<file path="config.mk">
export PLATFORM = sky130hd
export DESIGN_NAME = prefix_key_retry_sequencer_flat
export DESIGN_NICKNAME = d
export VERILOG_FILES = /design/src/rtl/core/pkrs_pkg.sv /design/src/rtl/core/pkrs_item_if.sv /design/src/rtl/core/pkrs_event_if.sv /design/src/rtl/core/pkrs_cfg_if.sv /design/src/rtl/core/pkrs_cfg_regs.sv /design/src/rtl/core/pkrs_step.sv /design/src/rtl/core/prefix_key_retry_sequencer.sv /design/src/flat_wrapper.sv
export VERILOG_INCLUDE_DIRS = /design/src /design/src/rtl/core
export SDC_FILE = /design/constraint.sdc
export NUM_CORES = 1
export LEC_CHECK = 0
export ABC_AREA = 1
export BUFFER_PORTS_ARGS = -buffer_cell sky130_fd_sc_hd__buf_2
export CORE_MARGIN = 4
export CORE_UTILIZATION = 40
export DETAILED_ROUTE_END_ITERATION = 8
export GPL_ROUTABILITY_DRIVEN = 0
export SYNTH_ARGS = -nofsm -noshare
export SYNTH_HDL_FRONTEND = slang
export SYNTH_SLANG_ARGS = --single-unit
</file>
<file path="constraint.sdc">
create_clock -name clk -period 3 [get_ports clk]
set_clock_uncertainty 0.2 [all_clocks]
set_input_delay 0.15 -clock clk [delete_from_list [all_inputs] [get_ports clk]]
set_output_delay 0.15 -clock clk [all_outputs]
set_load 0.02 [all_outputs]
</file>
<file path="src/rtl/core/prefix_key_retry_sequencer_defines.svh">
// Assertion macros shared by the sequencer RTL.
// Every check is clocked on clk and disabled while rst is high.
`ifndef PREFIX_KEY_RETRY_SEQUENCER_DEFINES_SVH
`define PREFIX_KEY_RETRY_SEQUENCER_DEFINES_SVH

// The consequent must hold in the same cycle as the antecedent.
`define PKRS_ASSERT_SAME(lbl, ante, cons, msg) \
  lbl: assert property (@(posedge clk) disable iff (rst) (ante) |-> (cons)) \
    else $error(msg);

// The consequent must hold in the cycle after the antecedent.
`define PKRS_ASSERT_NEXT(lbl, ante, cons, msg) \
  lbl: assert property (@(posedge clk) disable iff (rst) (ante) |=> (cons)) \
    else $error(msg);

`endif

</file>
<file path="src/rtl/core/pkrs_pkg.sv">
package pkrs_pkg;

  // Field widths.
  localparam int unsigned KEY_W   = 16;
  localparam int unsigned CNT_W   = 8;
  localparam int unsigned ATT_W   = 4;
  localparam int unsigned KIND_W  = 2;
  localparam int unsigned PHASE_W = 2;
  localparam int unsigned CIDX_W  = 2;
  localparam int unsigned CDAT_W  = 8;

  // Key code that stands for no key.
  localparam logic [KEY_W-1:0] KEY_NONE = 16'hFFFF;

  // Item modes.
  localparam logic MODE_START = 1'b0;
  localparam logic MODE_POLL  = 1'b1;

  // Event kinds.
  localparam logic [KIND_W-1:0] EV_NONE    = 2'd0;
  localparam logic [KIND_W-1:0] EV_PRESS   = 2'd1;
  localparam logic [KIND_W-1:0] EV_RELEASE = 2'd2;

  // Sequencer phases; the fourth code is unused and acts as idle.
  localparam logic [PHASE_W-1:0] PH_IDLE   = 2'd0;
  localparam logic [PHASE_W-1:0] PH_HOLD   = 2'd1;
  localparam logic [PHASE_W-1:0] PH_WAIT   = 2'd2;
  localparam logic [PHASE_W-1:0] PH_UNUSED = 2'd3;

  // Configuration register indexes.
  localparam logic [CIDX_W-1:0] CFG_HOLD_POLL  = 2'd0;
  localparam logic [CIDX_W-1:0] CFG_LATCH_WAIT = 2'd1;
  localparam logic [CIDX_W-1:0] CFG_ATTEMPT    = 2'd2;

  // Configuration reset values.
  localparam logic [CNT_W-1:0] HOLD_POLL_RESET  = 8'd3;
  localparam logic [CNT_W-1:0] LATCH_WAIT_RESET = 8'd20;
  localparam logic [ATT_W-1:0] ATTEMPT_RESET    = 4'd3;

  typedef struct packed {
    logic             mode;
    logic [KEY_W-1:0] first_key;
    logic [KEY_W-1:0] second_key;
    logic             latched;
  } item_t;

  typedef struct packed {
    logic [KIND_W-1:0] event_kind;
    logic [KEY_W-1:0]  event_key;
    logic              busy_res;
  } event_t;

  typedef struct packed {
    logic [CNT_W-1:0] hold_poll_count;
    logic [CNT_W-1:0] latch_wait_limit;
    logic [ATT_W-1:0] attempt_limit;
  } cfg_t;

endpackage

</file>
<file path="src/rtl/core/pkrs_item_if.sv">
interface pkrs_item_if;
  logic                      valid;
  logic                      ready;
  logic                      mode;
  logic [pkrs_pkg::KEY_W-1:0] first_key;
  logic [pkrs_pkg::KEY_W-1:0] second_key;
  logic                      latched;

  modport source (output valid, mode, first_key, second_key, latched, input ready);
  modport sink (input valid, mode, first_key, second_key, latched, output ready);
endinterface

</file>
<file path="src/rtl/core/pkrs_event_if.sv">
interface pkrs_event_if;
  logic                        valid;
  logic                        ready;
  logic [pkrs_pkg::KIND_W-1:0] event_kind;
  logic [pkrs_pkg::KEY_W-1:0]  event_key;
  logic                        busy_res;

  modport source (output valid, event_kind, event_key, busy_res, input ready);
  modport sink (input valid, event_kind, event_key, busy_res, output ready);
endinterface

</file>
<file path="src/rtl/core/pkrs_cfg_if.sv">
interface pkrs_cfg_if;
  logic                        valid;
  logic                        ready;
  logic [pkrs_pkg::CIDX_W-1:0] index;
  logic [pkrs_pkg::CDAT_W-1:0] data;

  modport source (output valid, index, data, input ready);
  modport sink (input valid, index, data, output ready);
endinterface

</file>
<file path="src/rtl/core/pkrs_cfg_regs.sv">
module pkrs_cfg_regs (
  input  logic           clk,
  input  logic           rst,
  pkrs_cfg_if.sink       cfg,
  output pkrs_pkg::cfg_t regs
);
  import pkrs_pkg::*;

  // Writes are always taken; an index past the register list is dropped.
  assign cfg.ready = 1'b1;

  always_ff @(posedge clk) begin
    if (rst) begin
      regs.hold_poll_count  <= HOLD_POLL_RESET;
      regs.latch_wait_limit <= LATCH_WAIT_RESET;
      regs.attempt_limit    <= ATTEMPT_RESET;
    end else if (cfg.valid) begin
      unique case (cfg.index)
        CFG_HOLD_POLL:  regs.hold_poll_count  <= cfg.data;
        CFG_LATCH_WAIT: regs.latch_wait_limit <= cfg.data;
        CFG_ATTEMPT:    regs.attempt_limit    <= cfg.data[ATT_W-1:0];
        default: ;
      endcase
    end
  end

endmodule

</file>
<file path="src/rtl/core/pkrs_step.sv">
`include "prefix_key_retry_sequencer_defines.svh"

module pkrs_step (
  input  logic            clk,
  input  logic            rst,
  input  logic            go,
  input  pkrs_pkg::item_t item,
  input  pkrs_pkg::cfg_t  cfg_regs,
  output pkrs_pkg::event_t result
);
  import pkrs_pkg::*;

  logic [PHASE_W-1:0] phase, phase_next;
  logic [CNT_W-1:0]   poll_counter, poll_counter_next;
  logic [ATT_W-1:0]   attempt_counter, attempt_counter_next;
  logic [KEY_W-1:0]   held_prefix, held_prefix_next;
  logic [KEY_W-1:0]   held_action, held_action_next;
  logic [KIND_W-1:0]  kind;
  logic [KEY_W-1:0]   key;
  logic               seq_active;

  assign seq_active = (phase == PH_HOLD) || (phase == PH_WAIT);

  // Next state and event for the item in the input register.
  always_comb begin
    phase_next           = phase;
    poll_counter_next    = poll_counter;
    attempt_counter_next = attempt_counter;
    held_prefix_next     = held_prefix;
    held_action_next     = held_action;
    kind                 = EV_NONE;
    key                  = KEY_NONE;
    if (item.mode == MODE_START) begin
      // A start is dropped while a sequence runs or when either key is missing.
      if (!seq_active && item.first_key != KEY_NONE && item.second_key != KEY_NONE) begin
        held_prefix_next     = item.first_key;
        held_action_next     = item.second_key;
        phase_next           = PH_HOLD;
        poll_counter_next    = '0;
        attempt_counter_next = ATT_W'(1);
        kind                 = EV_PRESS;
        key                  = item.first_key;
      end
    end else begin
      unique case (phase)
        PH_HOLD: begin
          priority if (poll_counter < cfg_regs.hold_poll_count) begin
            poll_counter_next = poll_counter + CNT_W'(1);
          end else begin
            poll_counter_next = '0;
            phase_next        = PH_WAIT;
            kind              = EV_RELEASE;
            key               = held_prefix;
          end
        end
        PH_WAIT: begin
          priority if (!item.latched && poll_counter < cfg_regs.latch_wait_limit) begin
            poll_counter_next = poll_counter + CNT_W'(1);
          end else if (!item.latched && attempt_counter < cfg_regs.attempt_limit) begin
            // Timed out: press the prefix again.
            attempt_counter_next = attempt_counter + ATT_W'(1);
            poll_counter_next    = '0;
            phase_next           = PH_HOLD;
            kind                 = EV_PRESS;
            key                  = held_prefix;
          end else begin
            phase_next = PH_IDLE;
            kind       = EV_PRESS;
            key        = held_action;
          end
        end
        PH_IDLE, PH_UNUSED: begin
        end
        default: begin
        end
      endcase
    end
  end

  assign result.event_kind = kind;
  assign result.event_key  = key;
  assign result.busy_res   = (phase_next == PH_HOLD) || (phase_next == PH_WAIT);

  // State advances only when the item moves to the result register.
  always_ff @(posedge clk) begin
    if (rst) begin
      phase           <= PH_IDLE;
      poll_counter    <= '0;
      attempt_counter <= '0;
      held_prefix     <= KEY_NONE;
      held_action     <= KEY_NONE;
    end else if (go) begin
      phase           <= phase_next;
      poll_counter    <= poll_counter_next;
      attempt_counter <= attempt_counter_next;
      held_prefix     <= held_prefix_next;
      held_action     <= held_action_next;
    end
  end

  `PKRS_ASSERT_SAME(a_idle_poll_quiet, go && !seq_active && item.mode == MODE_POLL, kind == EV_NONE && !result.busy_res, "poll while idle produced an event")
  `PKRS_ASSERT_NEXT(a_busy_start_holds, go && seq_active && item.mode == MODE_START, $stable(phase) && $stable(held_prefix) && $stable(poll_counter), "start while busy changed the state")
  `PKRS_ASSERT_SAME(a_release_from_hold, kind == EV_RELEASE, phase == PH_HOLD && phase_next == PH_WAIT, "release outside the end of a hold")
  `PKRS_ASSERT_SAME(a_none_key, kind == EV_NONE, key == KEY_NONE, "no event must carry the empty key")

endmodule

</file>
<file path="src/rtl/core/prefix_key_retry_sequencer.sv">
// A transferred item waits in the input register until it can move into the result
// register, from which its result transfers.
// Throughput: one item per cycle while the result side does not stall.
// A stalled result holds off further input once the input register is also full.
// Reset (rst, synchronous, active high) empties both registers, puts the sequencer in idle
// with cleared counters and no held keys, and loads the configuration defaults.
`include "prefix_key_retry_sequencer_defines.svh"

module prefix_key_retry_sequencer (
  input  logic         clk,
  input  logic         rst,
  pkrs_item_if.sink    req,
  pkrs_event_if.source rsp,
  pkrs_cfg_if.sink     cfg
);
  import pkrs_pkg::*;

  cfg_t   cfg_regs;
  item_t  in_item;
  logic   in_vld;
  event_t step_result;
  event_t out_event;
  logic   out_vld;
  logic   advance;

  pkrs_cfg_regs u_cfg_regs (
    .clk  (clk),
    .rst  (rst),
    .cfg  (cfg),
    .regs (cfg_regs)
  );

  // The item moves on when the result register is free or is draining.
  assign advance   = in_vld && (!out_vld || rsp.ready);
  assign req.ready = !in_vld || advance;

  pkrs_step u_step (
    .clk      (clk),
    .rst      (rst),
    .go       (advance),
    .item     (in_item),
    .cfg_regs (cfg_regs),
    .result   (step_result)
  );

  // Input register.
  always_ff @(posedge clk) begin
    if (rst) begin
      in_vld <= 1'b0;
    end else if (req.ready) begin
      in_vld <= req.valid;
    end
  end

  always_ff @(posedge clk) begin
    if (req.valid && req.ready) begin
      in_item.mode       <= req.mode;
      in_item.first_key  <= req.first_key;
      in_item.second_key <= req.second_key;
      in_item.latched    <= req.latched;
    end
  end

  // Result register.
  always_ff @(posedge clk) begin
    if (rst) begin
      out_vld <= 1'b0;
    end else if (advance) begin
      out_vld <= 1'b1;
    end else if (rsp.ready) begin
      out_vld <= 1'b0;
    end
  end

  always_ff @(posedge clk) begin
    if (advance) begin
      out_event <= step_result;
    end
  end

  assign rsp.valid      = out_vld;
  assign rsp.event_kind = out_event.event_kind;
  assign rsp.event_key  = out_event.event_key;
  assign rsp.busy_res   = out_event.busy_res;

  `PKRS_ASSERT_NEXT(a_advance_fills, advance, out_vld, "result register empty after an item moved on")
  `PKRS_ASSERT_SAME(a_stall_cause, !req.ready, in_vld && out_vld && !rsp.ready, "input stalled without a full pipe")
  `PKRS_ASSERT_NEXT(a_drop_only_on_transfer, out_vld && !rsp.ready, out_vld, "result lost without a transfer")

endmodule

</file>
<file path="src/flat_wrapper.sv">
// flat-port wrapper written by rule: the top's interface ports become plain ports
module prefix_key_retry_sequencer_flat import pkrs_pkg::*;
  (clk, rst, req_valid, req_mode, req_first_key, req_second_key, req_latched, req_ready, rsp_valid, rsp_event_kind, rsp_event_key, rsp_busy_res, rsp_ready, cfg_valid, cfg_index, cfg_data, cfg_ready);
  pkrs_item_if req_i ();
  pkrs_event_if rsp_i ();
  pkrs_cfg_if cfg_i ();
  input  logic clk;
  input  logic rst;
  input wire logic [$bits(req_i.valid)-1:0] req_valid;
  input wire logic [$bits(req_i.mode)-1:0] req_mode;
  input wire logic [$bits(req_i.first_key)-1:0] req_first_key;
  input wire logic [$bits(req_i.second_key)-1:0] req_second_key;
  input wire logic [$bits(req_i.latched)-1:0] req_latched;
  output wire logic [$bits(req_i.ready)-1:0] req_ready;
  output wire logic [$bits(rsp_i.valid)-1:0] rsp_valid;
  output wire logic [$bits(rsp_i.event_kind)-1:0] rsp_event_kind;
  output wire logic [$bits(rsp_i.event_key)-1:0] rsp_event_key;
  output wire logic [$bits(rsp_i.busy_res)-1:0] rsp_busy_res;
  input wire logic [$bits(rsp_i.ready)-1:0] rsp_ready;
  input wire logic [$bits(cfg_i.valid)-1:0] cfg_valid;
  input wire logic [$bits(cfg_i.index)-1:0] cfg_index;
  input wire logic [$bits(cfg_i.data)-1:0] cfg_data;
  output wire logic [$bits(cfg_i.ready)-1:0] cfg_ready;
  assign req_i.valid = req_valid;
  assign req_i.mode = req_mode;
  assign req_i.first_key = req_first_key;
  assign req_i.second_key = req_second_key;
  assign req_i.latched = req_latched;
  assign req_ready = req_i.ready;
  assign rsp_valid = rsp_i.valid;
  assign rsp_event_kind = rsp_i.event_kind;
  assign rsp_event_key = rsp_i.event_key;
  assign rsp_busy_res = rsp_i.busy_res;
  assign rsp_i.ready = rsp_ready;
  assign cfg_i.valid = cfg_valid;
  assign cfg_i.index = cfg_index;
  assign cfg_i.data = cfg_data;
  assign cfg_ready = cfg_i.ready;
  prefix_key_retry_sequencer u_core (.clk(clk), .rst(rst), .req(req_i), .rsp(rsp_i), .cfg(cfg_i));
endmodule
</file>
==> summary.txt <==
status: finished, final reports clean
CP endpoint kind: register
vias per cell: 4.97
DR pass1 iterations: 5
Max Cap Viol: 0
unrepaired setup endpoints after global routing: no
vias in the first global route: 4625
CP Class: reg -> reg
area grow syn2layout: 28.4%
1st-iter DRT viols: 374
synth cell count leaders: nand2_1 (146), dfxtp_1 (68), nand3_1 (66)
CTS buffer count: 17
Storage cell area: 0.00295 mm²
DRC: 0
setup TNS: 0 ns
HP Class: in -> reg
Post-DP Area: 0.00605 mm²
clk_lat worst skew: 0.42 ns
crit path DAT: 2.37 ns
CTS Buffer Depth: 2
actual slew at the worst max-slew pin: 0.732 ns
starting density of the core: 41.5%
ant diodes: 0
wire per inst: 14.1 µm
clk slew on worst S/H paths: 0.05 ns
Top FF cell, synth: dfxtp_1
slowest stage delay, CP: 0.33 ns
chip height: 126 µm
worst reg2reg path depth: 11
critical path's slowest cell: dfxtp_1
fin crit share: 80.1%
Netlist cell types: 36
port bufs: 69
max_slew headroom: 51.2%
Slew Limit Fails: 0
io pins: 71
worst-path maximum fanout: 18
endpoints failing hold: 0
dpl hpwl: 8.89 mm
Die ar.: 0.0158 mm²
Synth area leader: edfxtp_1
Seq cells post-synth: 121
clock root buffer: clkbuf_16
Mapped Nets: 701
final non-filler cell area: 0.00714 mm²
crit-path cells: ha_1, a21oi_1, nand3b_4, inv_4, nand3_2, nand2_1, nand2_1, nand2_1, nand2_1, nand2_1, nand2_1
top cell type's share of synthesized area: 28.6%
dpl cells: 857
buffer and inverter count on the worst path: 1
register area share after synthesis: 53.1%
Critical Path Stages: 11
# setup viols final: 0
htree depth: 4
hold slack final: 0.238 ns
fillers: 1218
total routed wirelength: 13.2 mm
fin cells: 940
CP startpoint kind: register
maximum ir drop on the vdd rail: 0.429 mV
vias after detailed routing: 4674
fraction of layout cells with a size suffix above 1: 17.3%
Die W: 126 µm
Rows: 42
post-layout min period: 2.40 ns
core area: 0.0134 mm²
CTS tree: built
GRT overflow: 0
top cells by area, synth: edfxtp_1 (29%), dfxtp_1 (24%), nand2_1 (9.9%), nand3_1 (5.9%), o21ai_0 (4.9%)
area of the multi-input gates: 0.00221 mm²
post-layout util: 53.3%
Crit path required time: 2.96 ns
clock sinks: 121
Post-Syn Instances: 631
yosys warns: 0
LEAKAGE: 3.08 nW
Min-Delay Path Depth: 2
CP most frequent cell: nand2_1
Synth async-reset ratio: 0%
largest net degree at the start of global routing: 58
delay-heaviest family, CP: simple AND/OR/NAND/NOR gates
initial antenna violation count: 0
f_max: 416 MHz
gr usage total: 17.3%
Antenna Nets Post-Route: 0
area of the mapped netlist: 0.00556 mm²
EDFF count, synth: 53
NumNets Final: 821
Setup Buffers After CTS: 0
Pwr per Cell Area: 611 mW/mm²
first-pass GRT wire length: 22.0 mm
Synth Area per Inst: 8.81 µm²
count leader, synth: nand2_1
==> layer usage <==
metal	part of all wire [%]	track usage, %	routed length [µm]	up-vias
li1	-	-	-	2368
met1	46	22.3	6080	2133
met2	46	27.9	6070	154
met3	6.4	4.78	842	19
met4	1.7	6.44	230	0
met5	0	0	0	-
==> timing repair <==
| action | 4_1_cts | 5_1_grt |
|---|---|---|
| hold endpoints to repair | 62 | 0 |
| hold buffers | 51 | 0 |
| gates resized for setup | 0 | 0 |
==> final cells by class <==
class                   instances  share of cell area (%)
flip-flops and latches        121                    41.4
multi-input cells             414                    31.0
repair buffers                126                    12.6
clock buffers                  22                    6.36
inverters                      71                    3.80
well taps                     176                    3.09
clock inverters                10                    1.77
==> final timing paths <==
check	start	endpoint	slack (ns)
setup / recovery	u_core.u_step.attempt_counter[3]	u_core.rsp.busy_res	0.60
hold / removal	req_second_key[8]	u_core.in_item[9]	0.24
setup reg to reg	u_core.u_step.attempt_counter[3]	u_core.rsp.busy_res	0.60
hold reg to reg	u_core.u_cfg_regs.regs[14]	u_core.u_cfg_regs.regs[14]	0.26
==> where the power goes <==
group          switching (mW)  internal (mW)  total [mW]
logic                   0.287          0.185       0.472
clock network           0.689           1.31        2.00
registers              0.0557           1.83        1.88
total                    1.03           3.33        4.36
==> stage by stage <==
stage	power (mW)	setup WS, ns
finish	4.36	0.598
global route	4.54	0.435
CTS	4.39	0.594
detailed placement	2.33	0.596
global placement	2.32	0.711
floorplan	2.19	0.977
==> layout by cell type, fill, tap and decap left out, drive strengths merged, types with 16 or more instances in the layout <==
master	instances
o21ai	67
a21oi	31
clkbuf	22
dlygate4sd3	51
edfxtp	53
ha	21
o21bai	16
inv	70
nand3	69
buf	75
nand2	153
dfxtp	68
nor2	28
==> logic make-up (layout without fill, tap and decap cells) <==
family                   count (synthesis)  count (layout)  synth area share [%]
AND/OR/NAND/NOR                        270             270                  22.5
flip-flops                             121             121                  53.1
AO/OA/AOI/OAI                          120             120                  12.2
buffers and inverters                   96             229                  7.09
adder cells (fa/ha/maj)                 21              21                  4.73
XOR/XNOR                                 2               2                 0.315
other                                    1               1                0.0675
==> state kept, by name, indices dropped and copies added, names as in the netlist <==
signal,cells
u_core.u_cfg_regs.regs,20
u_core.in_vld,1
u_core.u_step.poll_counter,8
u_core.u_step.held_action,16
u_core.in_item,34
u_core.rsp.busy_res,1
u_core.rsp.event_kind,2
u_core.u_step.attempt_counter,4
u_core.rsp.event_key,16
u_core.u_step.held_prefix,16
u_core.u_step.phase,2
u_core.rsp.valid,1
(Power assumes the default switching activity.)
